--- src/rtl/qrtc_pkg.sv ---
// ----------------------------------------------------------------------------
// qrtc_pkg
// Types and constants shared by the query/retry transaction controller.
// ----------------------------------------------------------------------------
package qrtc_pkg;

  localparam logic [15:0] RESP_TIMEOUT_RESET = 16'd1500;
  localparam logic [15:0] RETRY_DELAY_RESET  = 16'd500;
  localparam logic [15:0] READY_DELAY_RESET  = 16'd300;
  localparam logic [3:0]  MAX_ATTEMPTS_RESET = 4'd4;
  localparam logic [7:0]  VOL_MAX            = 8'd100;

  typedef enum logic [2:0] {
    CMD_TICK     = 3'd0,
    CMD_QUERY    = 3'd1,
    CMD_SET      = 3'd2,
    CMD_READY    = 3'd3,
    CMD_RESPONSE = 3'd4,
    CMD_CANCEL   = 3'd5
  } cmd_t;

  typedef enum logic [1:0] {
    CFG_RESP_TIMEOUT = 2'd0,
    CFG_RETRY_DELAY  = 2'd1,
    CFG_READY_DELAY  = 2'd2,
    CFG_MAX_ATTEMPTS = 2'd3
  } cfg_idx_t;

  typedef enum logic [1:0] {
    PH_IDLE      = 2'd0,
    PH_WAIT_SEND = 2'd1,
    PH_WAIT_RESP = 2'd2
  } phase_t;

  typedef struct packed {
    cmd_t        cmd;
    logic [15:0] settle_delay;
    logic [7:0]  volume;
  } req_t;

  typedef struct packed {
    logic        accepted;
    logic [31:0] assigned_id;
    logic        send_query;
    logic        send_set;
    logic [6:0]  set_value;
    logic [3:0]  attempt_number;
    logic        event_valid;
    logic        event_timeout;
    logic [31:0] event_id;
    logic [6:0]  event_volume;
    logic [31:0] ready_count;
  } rsp_t;

  typedef struct packed {
    logic [15:0] response_timeout_ms;
    logic [15:0] retry_delay_ms;
    logic [15:0] ready_delay_ms;
    logic [3:0]  max_attempts;
  } cfg_t;

  typedef struct packed {
    logic [31:0] now_time;
    phase_t      phase;
    logic [31:0] active_id;
    logic [31:0] next_id;
    logic [31:0] due_time;
    logic [31:0] sent_time;
    logic [3:0]  attempts;
    logic        set_pending;
    logic [6:0]  set_hold;
    logic [31:0] ready_gen;
  } ctl_state_t;

endpackage

--- src/rtl/qrtc_step.sv ---
// ----------------------------------------------------------------------------
// qrtc_step
// Next-state and result logic for one request applied to the controller state.
// ----------------------------------------------------------------------------
module qrtc_step
  import qrtc_pkg::*;
(
  input  ctl_state_t st,
  input  cfg_t       cfg,
  input  req_t       req,
  output ctl_state_t st_next,
  output rsp_t       res
);

  logic [31:0] now_inc;
  logic [31:0] since_due;
  logic [31:0] since_sent;
  logic        due_reached;
  logic        resp_timed_out;
  logic        can_retry;
  logic [31:0] gen_inc;
  logic [31:0] gen_next;
  logic [31:0] id_inc;
  logic [6:0]  set_clamped;
  logic        resp_taken;

  assign now_inc        = st.now_time + 32'd1;
  assign since_due      = now_inc - st.due_time;
  assign since_sent     = now_inc - st.sent_time;
  // wrap-safe: reached when the difference is not negative
  assign due_reached    = ~since_due[31];
  assign resp_timed_out = since_sent >= {16'd0, cfg.response_timeout_ms};
  assign can_retry      = st.attempts < cfg.max_attempts;
  assign gen_inc        = st.ready_gen + 32'd1;
  assign gen_next       = (gen_inc == 32'd0) ? 32'd1 : gen_inc;
  assign id_inc         = st.next_id + 32'd1;
  assign set_clamped    = (req.volume > VOL_MAX) ? VOL_MAX[6:0] : req.volume[6:0];
  assign resp_taken     = (req.volume <= VOL_MAX) && (st.active_id != 32'd0) &&
                          ((st.phase == PH_WAIT_RESP) ||
                           ((st.phase == PH_WAIT_SEND) && (st.attempts != 4'd0)));

  // next state
  always_comb begin
    st_next = st;
    unique case (req.cmd)
      CMD_TICK: begin
        st_next.now_time = now_inc;
        if (st.set_pending) begin
          st_next.set_pending = 1'b0;
        end else if (st.phase == PH_WAIT_SEND && due_reached) begin
          st_next.attempts  = st.attempts + 4'd1;
          st_next.sent_time = now_inc;
          st_next.phase     = PH_WAIT_RESP;
        end else if (st.phase == PH_WAIT_RESP && resp_timed_out) begin
          if (can_retry) begin
            st_next.phase    = PH_WAIT_SEND;
            st_next.due_time = now_inc + {16'd0, cfg.retry_delay_ms};
          end else begin
            st_next.phase     = PH_IDLE;
            st_next.active_id = 32'd0;
            st_next.due_time  = 32'd0;
            st_next.sent_time = 32'd0;
            st_next.attempts  = 4'd0;
          end
        end
      end
      CMD_QUERY: begin
        if (!st.set_pending) begin
          st_next.active_id = st.next_id;
          st_next.next_id   = (id_inc == 32'd0) ? 32'd1 : id_inc;
          st_next.phase     = PH_WAIT_SEND;
          st_next.due_time  = st.now_time + {16'd0, req.settle_delay};
          st_next.sent_time = 32'd0;
          st_next.attempts  = 4'd0;
        end
      end
      CMD_SET: begin
        st_next.phase       = PH_IDLE;
        st_next.active_id   = 32'd0;
        st_next.due_time    = 32'd0;
        st_next.sent_time   = 32'd0;
        st_next.attempts    = 4'd0;
        st_next.set_hold    = set_clamped;
        st_next.set_pending = 1'b1;
      end
      CMD_READY: begin
        st_next.ready_gen = gen_next;
        if (st.active_id != 32'd0) begin
          if (st.phase == PH_WAIT_SEND ||
              (st.phase == PH_WAIT_RESP && can_retry)) begin
            st_next.phase    = PH_WAIT_SEND;
            st_next.due_time = st.now_time + {16'd0, cfg.ready_delay_ms};
          end
        end
      end
      CMD_RESPONSE: begin
        if (resp_taken) begin
          st_next.phase     = PH_IDLE;
          st_next.active_id = 32'd0;
          st_next.due_time  = 32'd0;
          st_next.sent_time = 32'd0;
          st_next.attempts  = 4'd0;
        end
      end
      CMD_CANCEL: begin
        st_next.phase     = PH_IDLE;
        st_next.active_id = 32'd0;
        st_next.due_time  = 32'd0;
        st_next.sent_time = 32'd0;
        st_next.attempts  = 4'd0;
      end
      default: begin
        st_next = st;
      end
    endcase
  end

  // result
  always_comb begin
    res             = '0;
    res.ready_count = st_next.ready_gen;
    unique case (req.cmd)
      CMD_TICK: begin
        if (st.set_pending) begin
          res.send_set  = 1'b1;
          res.set_value = st.set_hold;
        end else if (st.phase == PH_WAIT_SEND && due_reached) begin
          res.send_query     = 1'b1;
          res.attempt_number = st.attempts + 4'd1;
        end else if (st.phase == PH_WAIT_RESP && resp_timed_out && !can_retry) begin
          res.event_valid   = 1'b1;
          res.event_timeout = 1'b1;
          res.event_id      = st.active_id;
        end
      end
      CMD_QUERY: begin
        if (!st.set_pending) begin
          res.accepted    = 1'b1;
          res.assigned_id = st.next_id;
        end
      end
      CMD_SET: begin
        res.accepted = 1'b1;
      end
      CMD_RESPONSE: begin
        if (resp_taken) begin
          res.accepted     = 1'b1;
          res.event_valid  = 1'b1;
          res.event_id     = st.active_id;
          res.event_volume = req.volume[6:0];
        end
      end
      CMD_READY, CMD_CANCEL: begin
        res.accepted = 1'b0;
      end
      default: begin
        res.accepted = 1'b0;
      end
    endcase
  end

endmodule

--- src/rtl/query_retry_transaction_controller.sv ---
// ----------------------------------------------------------------------------
// query_retry_transaction_controller
// Drives one volume query transaction to a serial module, with retry on
// response timeout, re-arm on module ready and priority for set requests.
// ----------------------------------------------------------------------------
// Usage:
//   Requests (ticks, query, set, module ready, response, cancel) enter on
//   req_valid / req_stall / req. Every request yields exactly one result on
//   rsp_valid / rsp_stall / rsp, in order.
//   The controller state updates in the cycle a request is taken; the result
//   sits in an output register and is shown the next cycle.
//   Throughput is one request per cycle: a new request is taken while the
//   previous result is being taken. If the receiver stalls with a result
//   held, req_stall rises and the held result stays unchanged.
//   Registers are to be written through cfg_we / cfg_index / cfg_data only
//   while no request is in flight; the block itself does not enforce this.
//   Synchronous reset loads the register defaults (timeout 1500 ms, retry
//   500 ms, ready 300 ms, 4 attempts), clears the transaction, sets the
//   next id to one and empties the output register.
// ----------------------------------------------------------------------------
module query_retry_transaction_controller
  import qrtc_pkg::*;
(
  input  logic        clk,
  input  logic        rst,
  input  logic        req_valid,
  output logic        req_stall,
  input  req_t        req,
  output logic        rsp_valid,
  input  logic        rsp_stall,
  output rsp_t        rsp,
  input  logic        cfg_we,
  input  cfg_idx_t    cfg_index,
  input  logic [15:0] cfg_data
);

  localparam ctl_state_t ST_RESET = '{
    now_time:    32'd0,
    phase:       PH_IDLE,
    active_id:   32'd0,
    next_id:     32'd1,
    due_time:    32'd0,
    sent_time:   32'd0,
    attempts:    4'd0,
    set_pending: 1'b0,
    set_hold:    7'd0,
    ready_gen:   32'd0
  };

  cfg_t       cfg;
  ctl_state_t st;
  ctl_state_t st_next;
  rsp_t       res;
  logic       take;

  assign req_stall = rsp_valid && rsp_stall;
  assign take      = req_valid && !req_stall;

  qrtc_step u_step (
    .st      (st),
    .cfg     (cfg),
    .req     (req),
    .st_next (st_next),
    .res     (res)
  );

  always_ff @(posedge clk) begin
    if (rst) begin
      cfg.response_timeout_ms <= RESP_TIMEOUT_RESET;
      cfg.retry_delay_ms      <= RETRY_DELAY_RESET;
      cfg.ready_delay_ms      <= READY_DELAY_RESET;
      cfg.max_attempts        <= MAX_ATTEMPTS_RESET;
    end else if (cfg_we) begin
      unique case (cfg_index)
        CFG_RESP_TIMEOUT: cfg.response_timeout_ms <= cfg_data;
        CFG_RETRY_DELAY:  cfg.retry_delay_ms      <= cfg_data;
        CFG_READY_DELAY:  cfg.ready_delay_ms      <= cfg_data;
        CFG_MAX_ATTEMPTS: cfg.max_attempts        <= cfg_data[3:0];
        default:          cfg.max_attempts        <= cfg.max_attempts;
      endcase
    end
  end

  always_ff @(posedge clk) begin
    if (rst) begin
      st <= ST_RESET;
    end else if (take) begin
      st <= st_next;
    end
  end

  always_ff @(posedge clk) begin
    if (rst) begin
      rsp_valid <= 1'b0;
    end else if (take) begin
      rsp_valid <= 1'b1;
    end else if (!rsp_stall) begin
      rsp_valid <= 1'b0;
    end
  end

  always_ff @(posedge clk) begin
    if (take) begin
      rsp <= res;
    end
  end

endmodule

--- config.mk ---
export PLATFORM = sky130hd
export DESIGN_NAME = query_retry_transaction_controller
export DESIGN_NICKNAME = d
export VERILOG_FILES = /design/src/rtl/qrtc_pkg.sv /design/src/rtl/qrtc_step.sv /design/src/rtl/query_retry_transaction_controller.sv
export SDC_FILE = /design/constraint.sdc
export NUM_CORES = 1
export LEC_CHECK = 0
export BUFFER_PORTS_ARGS = -buffer_cell sky130_fd_sc_hd__buf_2
export CORE_MARGIN = 3
export CORE_UTILIZATION = 25
export CTS_BUF_LIST = sky130_fd_sc_hd__clkbuf_8
export CTS_CLUSTER_DIAMETER = 80
export CTS_CLUSTER_SIZE = 28
export DETAILED_ROUTE_END_ITERATION = 12
export PLACE_DENSITY = 0.42
export SLEW_MARGIN = 20
export SYNTH_ARGS = -nofsm -noshare
export SYNTH_HDL_FRONTEND = slang
export SYNTH_SLANG_ARGS = --single-unit
--- constraint.sdc ---
create_clock -name clk -period 16.8 [get_ports clk]
set_input_delay 1.68 -clock clk [delete_from_list [all_inputs] [get_ports clk]]
set_output_delay 1.68 -clock clk [all_outputs]
set_load 0.01 [all_outputs]
==> run metrics, run 1 <==
max-cap violations=0; FP Rows=111; Initial Utilization=0.2526; worst-path fanout max=48; Via density=4.945; Hold Path Cell Cnt=2; Post-Route WL=80,900 µm; net switching power figure=0.5564 mW; RSZ-0062 raised after global routing=no; DIE WIDTH=310.6 µm; Mapped Cells=2,777; Peak VDD IR=0.04343 mV; Total Power=1.869 mW; Worst Min Path Start=st[32]$_SDFFE_PP0P_; Worst setup SP type=register; io pins=171; R2R setup slack=8.74 ns; Finished Layout Cells=4,120; Logic pwr share=0.098; Clock Tree Buf Depth=3; placed insts=4,052; setup tns final=0 ns; sequential area share after synthesis=0.3777; final worst clock skew=0.06612 ns; Final Hold Vio Count=0; share of cells above drive strength 1=0.1106; ys flop type=dfxtp_1; die height=310.6 µm; Core ar.=91,800 µm²; crit path capture=st[105]$_SDFFE_PP0P_; worst path required time=17.27 ns; CTS Root Buffer Type=clkbuf_8; DRT Pass-1 Iters=5; Rel. slew slack=0.2560; max incr delay on CP=0.71 ns; DRC=0; nets@finish=3,034; f_max=0.1241 GHz; post_cts resized=0; syn avg cell area=8.351 µm²; vias in the first global route=19,610; sequential power share=0.522; gp weighted congestion=0.8647; CTS H-tree lvls=2; Unique masters post-synth=84; hold_buf cts=0; syn_nets=2,964; P_int=1.313 mW; Worst-Skew Late Latency=0.66 ns; worst reg2reg startpoint=st[174]$_SDFFE_PP0P_; status=finished clean; Num Clock Sinks=378; final setup vio count=0; Vias=20,375; WL/cell=19.64 µm; Post-CTS Setup Inserts=0; Synth Cell Area=23,190 µm²; Worst Tran Pin Value=1.104 ns; reg2reg end=st[105]$_SDFFE_PP0P_; Sw Ratio=0.2977; clk slew on worst S/H paths=0.14 ns; #FFs+latches synth=378; crit share post-route=0.4798; Setup crit start=st[174]$_SDFFE_PP0P_; post-route ant nets=0; GRT Resource Usage Total=0.1623; yosys warns=0; largest net degree at the start of global routing=88; Post-synth EDFFs=119; Final Max Slew Viols=0; Clock Power Share=0.380; input/output buffers=170; CTS tree=built; critical path's slowest cell=or3_1; power per cell area=71.54 nW/µm²; worst setup path class=reg2reg; CP Capture Type=register; Iteration-0 DRC Markers=1,380; Worst Hold Class=reg2reg; CTS buffer count=36; Post-synth ARST share=0; CP arrival=8.53 ns; first-pass GRT wire length=123,900 µm; post-detail-place hpwl=59,810 µm; total leakage power=10.22 nW; die area=96,450 µm²; worst reg-to-reg path cell count=23; grt ovf=0; critical-path cell list=nand3_1, or3_1, nor2_1, xor2_1, ha_1, and2_1, nand3_1, nor2b_1, nor3_1, o21ai_0, xor2_1, ha_1, and2_1, a221oi_1, nand4_1, nor4_1, o2111ai_1, or4_1, a211o_1, or4_2, buf_4, nand2_2, a221oi_1; crit path time final=8.061 ns; synth-to-layout area growth=12.67%; initial antenna violation count=5
-- cells in the mapped netlist (11+ instances only) --
cell      number  area (µm²)
nand2_1      328        1231
dfxtp_1      259        5185
a21oi_1      222        1111
nor2_1       218       818.3
clkbuf_1     147       551.8
o21ai_0      146       730.7
ha_1         133        1664
edfxtp_1     119        3573
inv_1        116       435.4
xnor2_1      110       963.4
xor2_1       107       937.2
nand3_1       96       480.5
nand4_1       96       600.6
nor3_1        74       370.4
and3_1        63       394.1
nor2b_1       50       312.8
or3_1         42       262.8
a21o_1        34       255.2
mux2i_1       34       340.3
a211oi_1      28       210.2
and2_1        24       150.1
a31oi_1       22       137.6
nor4_1        21       131.4
o21a_1        20       150.1
buf_2         19       95.09
o211ai_1      19       142.6
and4_1        16       140.1
o22ai_1       14       87.58
nand2b_1      12       75.07
o311a_1       11       110.1
-- metal layers --
metal	global-route usage	part of all wire
met1	0.2340	0.49
met2	0.2609	0.45
met3	0.02211	0.045
met4	0.02733	0.014
met5	0	0
-- cells by family (layout without fill, tap and decap cells) --
kind of cell,Yosys count,count (layout),share of synthesized area
muxes,39,39,0.01710
other,0,2,0
DFF,378,378,0.3777
AOI/OAI and AO/OA,635,635,0.1709
adders and majority gates,137,137,0.07521
buffers and inverters,296,394,0.05055
and+or+nand+nor,1075,1075,0.2267
xor gates and xnor gates,217,217,0.08195
-- per-stage QoR --
stage / util / hold slack [ns] / area [µm²] / worst slack (ns)
final: 0.2846 / 0.4581 / 26130 / 8.739
after global routing: 0.2846 / 0.4721 / 26130 / 8.400
after CTS: 0.2846 / 0.4599 / 26130 / 8.835
after detailed placement: 0.2748 / 0.4418 / 25230 / 8.942
after global placement: 0.2748 / 0.4363 / 25230 / 9.086
after floorplan: - / 0.4274 / 23190 / 9.585
-- power groups by stage --
stage	logic (mW)	registers [mW]	clock network, mW
3_5_place_dp	0.185	0.998	0
6_report	0.183	0.976	0.710
3_3_place_gp	0.186	0.998	0
4_1_cts	0.185	0.977	0.743
5_1_grt	0.200	0.980	0.775
2_1_floorplan	0.101	1.00	0
-- layout make-up --
| class | instances | area, µm² |
|---|---|---|
| Tap cell | 1243 | 1555 |
| Fill cell | 9987 | 65670 |
| Antenna cell | 2 | 5.005 |
| Clock inverter | 28 | 376.6 |
| Multi-Input combinational cell | 2103 | 13300 |
| Inverter | 117 | 444.2 |
| Timing Repair Buffer | 211 | 1165 |
| Sequential cell | 378 | 8758 |
| Clock buffer | 38 | 523.0 |
-- critical path, delay by kind of cell, from the launching register on --
family          cells  cell delay, ns
simple gates       13            4.32
compound gates      5            1.20
fa+ha+maj           2            0.70
xor+xnor            2            0.66
flops               1            0.60
buf+inv             1            0.31
-- sequential cells by signal (all words and copies together) (netlist names) --
register / cells
st: 206
rsp: 119
cfg: 52
rsp_valid: 1
-- cells in the final DEF, fill, tap and decap left out, drive strengths merged, types with 11 or more instances in the layout --
| cell | n |
|---|---|
| nor4 | 23 |
| ha | 133 |
| and4 | 16 |
| nand4 | 96 |
| and2 | 25 |
| and3 | 64 |
| a21oi | 222 |
| xnor2 | 110 |
| o31ai | 14 |
| nor2b | 50 |
| edfxtp | 119 |
| o21a | 20 |
| o311a | 11 |
| xor2 | 107 |
| o22ai | 14 |
| o211ai | 19 |
| clkbuf | 38 |
| inv | 133 |
| nor2 | 218 |
| a21o | 34 |
| nand3 | 96 |
| a31oi | 22 |
| mux2i | 34 |
| o21ai | 156 |
| nand2 | 329 |
| buf | 211 |
| a211oi | 29 |
| dfxtp | 259 |
| nor3 | 74 |
| nand2b | 12 |
| or3 | 42 |
-- worst min path at each step --
stage,slack [ns],end
4_1_cts,0.46,st[32]$_SDFFE_PP0P_
5_1_grt,0.47,st[36]$_SDFFE_PP0P_
2_1_floorplan,0.43,st[32]$_SDFFE_PP0P_
6_report,0.46,st[32]$_SDFFE_PP0P_
3_3_place_gp,0.44,st[33]$_SDFFE_PP0P_
3_5_place_dp,0.44,st[32]$_SDFFE_PP0P_
Power figures use the tool's default switching activity.
==> run 2: changes to the inputs <==
- PLACE_DENSITY: 0.42 -> 0.43
- clock period: 16.8 -> 6.7 ns (I/O delays scaled with it)
==> run metrics, run 2 (synthesis results as in run 1) <==
total leakage power=10.46 nW (+2.3%); Largest regs=st (206), rsp (119), cfg (52); largest net degree at the start of global routing=102 (+16%); gp weighted congestion=0.8900 (+2.9%); Rel. slew slack=0.3033 (+0.04725); synth-to-layout area growth=14.38%; number of flip-flops under the largest register name=206 (unchanged); Logic pwr share=0.098 (about the same); worst path required time=7.17 ns (-10.10 ns); worst setup path class=reg2reg; CP arrival=6.79 ns (-1.74 ns); register area=8761 µm² (about the same); CTS Root Buffer Type=clkbuf_8; DP Area=25,650 µm² (+1.7%); input/output buffers=170 (unchanged); CTS buffer count=34 (-5.6%); worst-path fanout max=12 (-75%); die area=96,450 µm² (unchanged); FP Rows=111 (unchanged); Hold Slack=0.2084 ns (-0.2498 ns); f_max=0.1582 GHz (+28%); Finished Cell Area=26,530 µm² (+1.5%); Post-CTS Setup Inserts=0 (unchanged); post-route ant nets=0 (unchanged); P_int=3.263 mW (+150%); sequential power share=0.526 (+0.004); status=finished clean; Post-Route WL=81,050 µm (+0.19%); clk slew on worst S/H paths=0.13 ns (about the same); Worst-Skew Late Latency=0.68 ns (+0.02 ns); Worst Hold Class=in2reg; Clock Power Share=0.375 (-0.005); max-cap violations=0 (unchanged); first-pass GRT wire length=123,400 µm (-0.37%); initial antenna violation count=5 (unchanged); Core ar.=91,800 µm² (unchanged); WL/cell=19.45 µm (-0.94%); Via density=4.925 (-0.40%); CTS tree=built; nets@finish=3,082 (+1.6%); largest reg by FF count=st; die height=310.6 µm (unchanged); Final Hold Vio Count=0 (unchanged); crit share post-route=0.9434 (+0.4636); Clock Tree Buf Depth=3 (unchanged); vias in the first global route=19,676 (+0.34%); DIE WIDTH=310.6 µm (unchanged); CP Capture Type=register; Multi-input gate area=13,310 µm² (about the same); final worst slack=0.3792 ns (-8.360 ns); io pins=171 (unchanged); RSZ-0062 raised after global routing=no; most common cell after layout, fill and taps aside=nand2_1; Num Clock Sinks=378 (unchanged); Vias=20,524 (+0.73%); Util after Layout=0.2890 (+0.004320); DRT Pass-1 Iters=5 (unchanged); CTS H-tree lvls=2 (unchanged); Final Max Slew Viols=0 (unchanged); Peak VDD IR=0.1105 mV (+150%); final setup vio count=0 (unchanged); Initial Utilization=0.2526 (unchanged); net switching power figure=1.388 mW (+150%); dpl ws=0.5459 ns (-8.396 ns); GRT Resource Usage Total=0.1623 (about the same); post-detail-place hpwl=61,050 µm (+2.1%); final worst clock skew=0.1113 ns (+0.04515 ns); Sw Ratio=0.2985 (+0.0007805); Iteration-0 DRC Markers=1,490 (+8.0%); grt ovf=0 (unchanged); power per cell area=175.4 nW/µm² (+150%); Worst setup SP type=register; share of cells above drive strength 1=0.1263 (+0.01572); Worst Tran Pin Value=1.034 ns (-0.07014 ns); setup tns final=0 ns (unchanged); crit path time final=6.321 ns (-1.740 ns); commonest cells after routing, fill and taps aside=nand2_1, dfxtp_1, a21oi_1; fill cell count=9,944 (-0.43%); DRC=0 (unchanged)
## run 2: cell types whose count changed in the layout (fill, tap and decap cells not counted), moves of 3 or more
cell and change:
buf_4 +46, buf_12 +4, clkinvlp_4 +4, clkbuf_8 -3
clkinv_8 -3
## run 2: per-stage QoR
step                      cells  total power [mW]
after detailed placement   4102             2.963
after global placement     4102             2.964
after CTS                  4164             4.748
after floorplan            2777             2.771
after global routing       4165             4.870
final                      4167             4.652
## run 2: timing repair
item / 4_1_cts / 5_1_grt
endpoints found under the hold margin: 0 / 0
gates resized for setup: 0 / 3
hold buffers: 0 / 0
endpoints found under the setup margin: 0 / 5
## run 2: area by class of cell
cell class | instances | share of cell area
Antenna cell | 3 | 0.0002830
Clock buffer | 35 | 0.01816
Clock inverter | 27 | 0.01420
Inverter | 117 | 0.01674
Multi-Input combinational cell | 2103 | 0.5018
Sequential cell | 378 | 0.3303
Tap cell | 1243 | 0.05863
Timing Repair Buffer | 261 | 0.05995
## run 2: routing by layer
| metal | share of wire | global-route usage | routed length (µm) | up-vias |
|---|---|---|---|---|
| met5 | 0.00027 | 0 | 22 | - |
| met4 | 0.025 | 0.04331 | 2006 | 4 |
| met3 | 0.062 | 0.03277 | 5004 | 99 |
| met2 | 0.44 | 0.2544 | 35840 | 539 |
| met1 | 0.47 | 0.2267 | 38180 | 9706 |
| li1 | - | - | - | 10176 |
## run 2: path summary, 6_finish.rpt
kind	from	endpoint	slack [ns]	cells past startpoint
max	st[175]$_SDFFE_PP0P_	st[56]$_SDFFE_PP0P_	0.38	23
min	req_valid	rsp_valid$_SDFFE_PP0P_	0.21	2
max reg2reg	st[175]$_SDFFE_PP0P_	st[56]$_SDFFE_PP0P_	0.38	23
min reg2reg	st[63]$_SDFFE_PP0P_	st[63]$_SDFFE_PP0P_	0.46	2
## run 2: worst max-delay path: stages (launching register included)
cell	delay, ns
dfxtp_1	0.38
ha_1	0.24
nand3_1	0.19
xnor2_1	0.27
ha_1	0.35
a21oi_1	0.42
nand2_1	0.11
a21oi_1	0.25
inv_1	0.10
a221o_1	0.30
a21oi_1	0.18
xnor2_1	0.19
ha_1	0.30
a21o_1	0.16
a21oi_1	0.13
o21ai_0	0.22
nand4_1	0.23
nand3_1	0.11
or4_4	0.55
nor4_4	0.37
a211oi_1	0.27
o31a_1	0.40
buf_4	0.25
mux2i_1	0.15
## run 2: power by group through the flow
stage | combinational (mW) | sequential (mW) | clock, mW
after floorplan | 0.253 | 2.52 | 0
after global placement | 0.462 | 2.50 | 0
after detailed placement | 0.461 | 2.50 | 0
after CTS | 0.463 | 2.45 | 1.83
after global routing | 0.502 | 2.46 | 1.91
final | 0.457 | 2.45 | 1.75
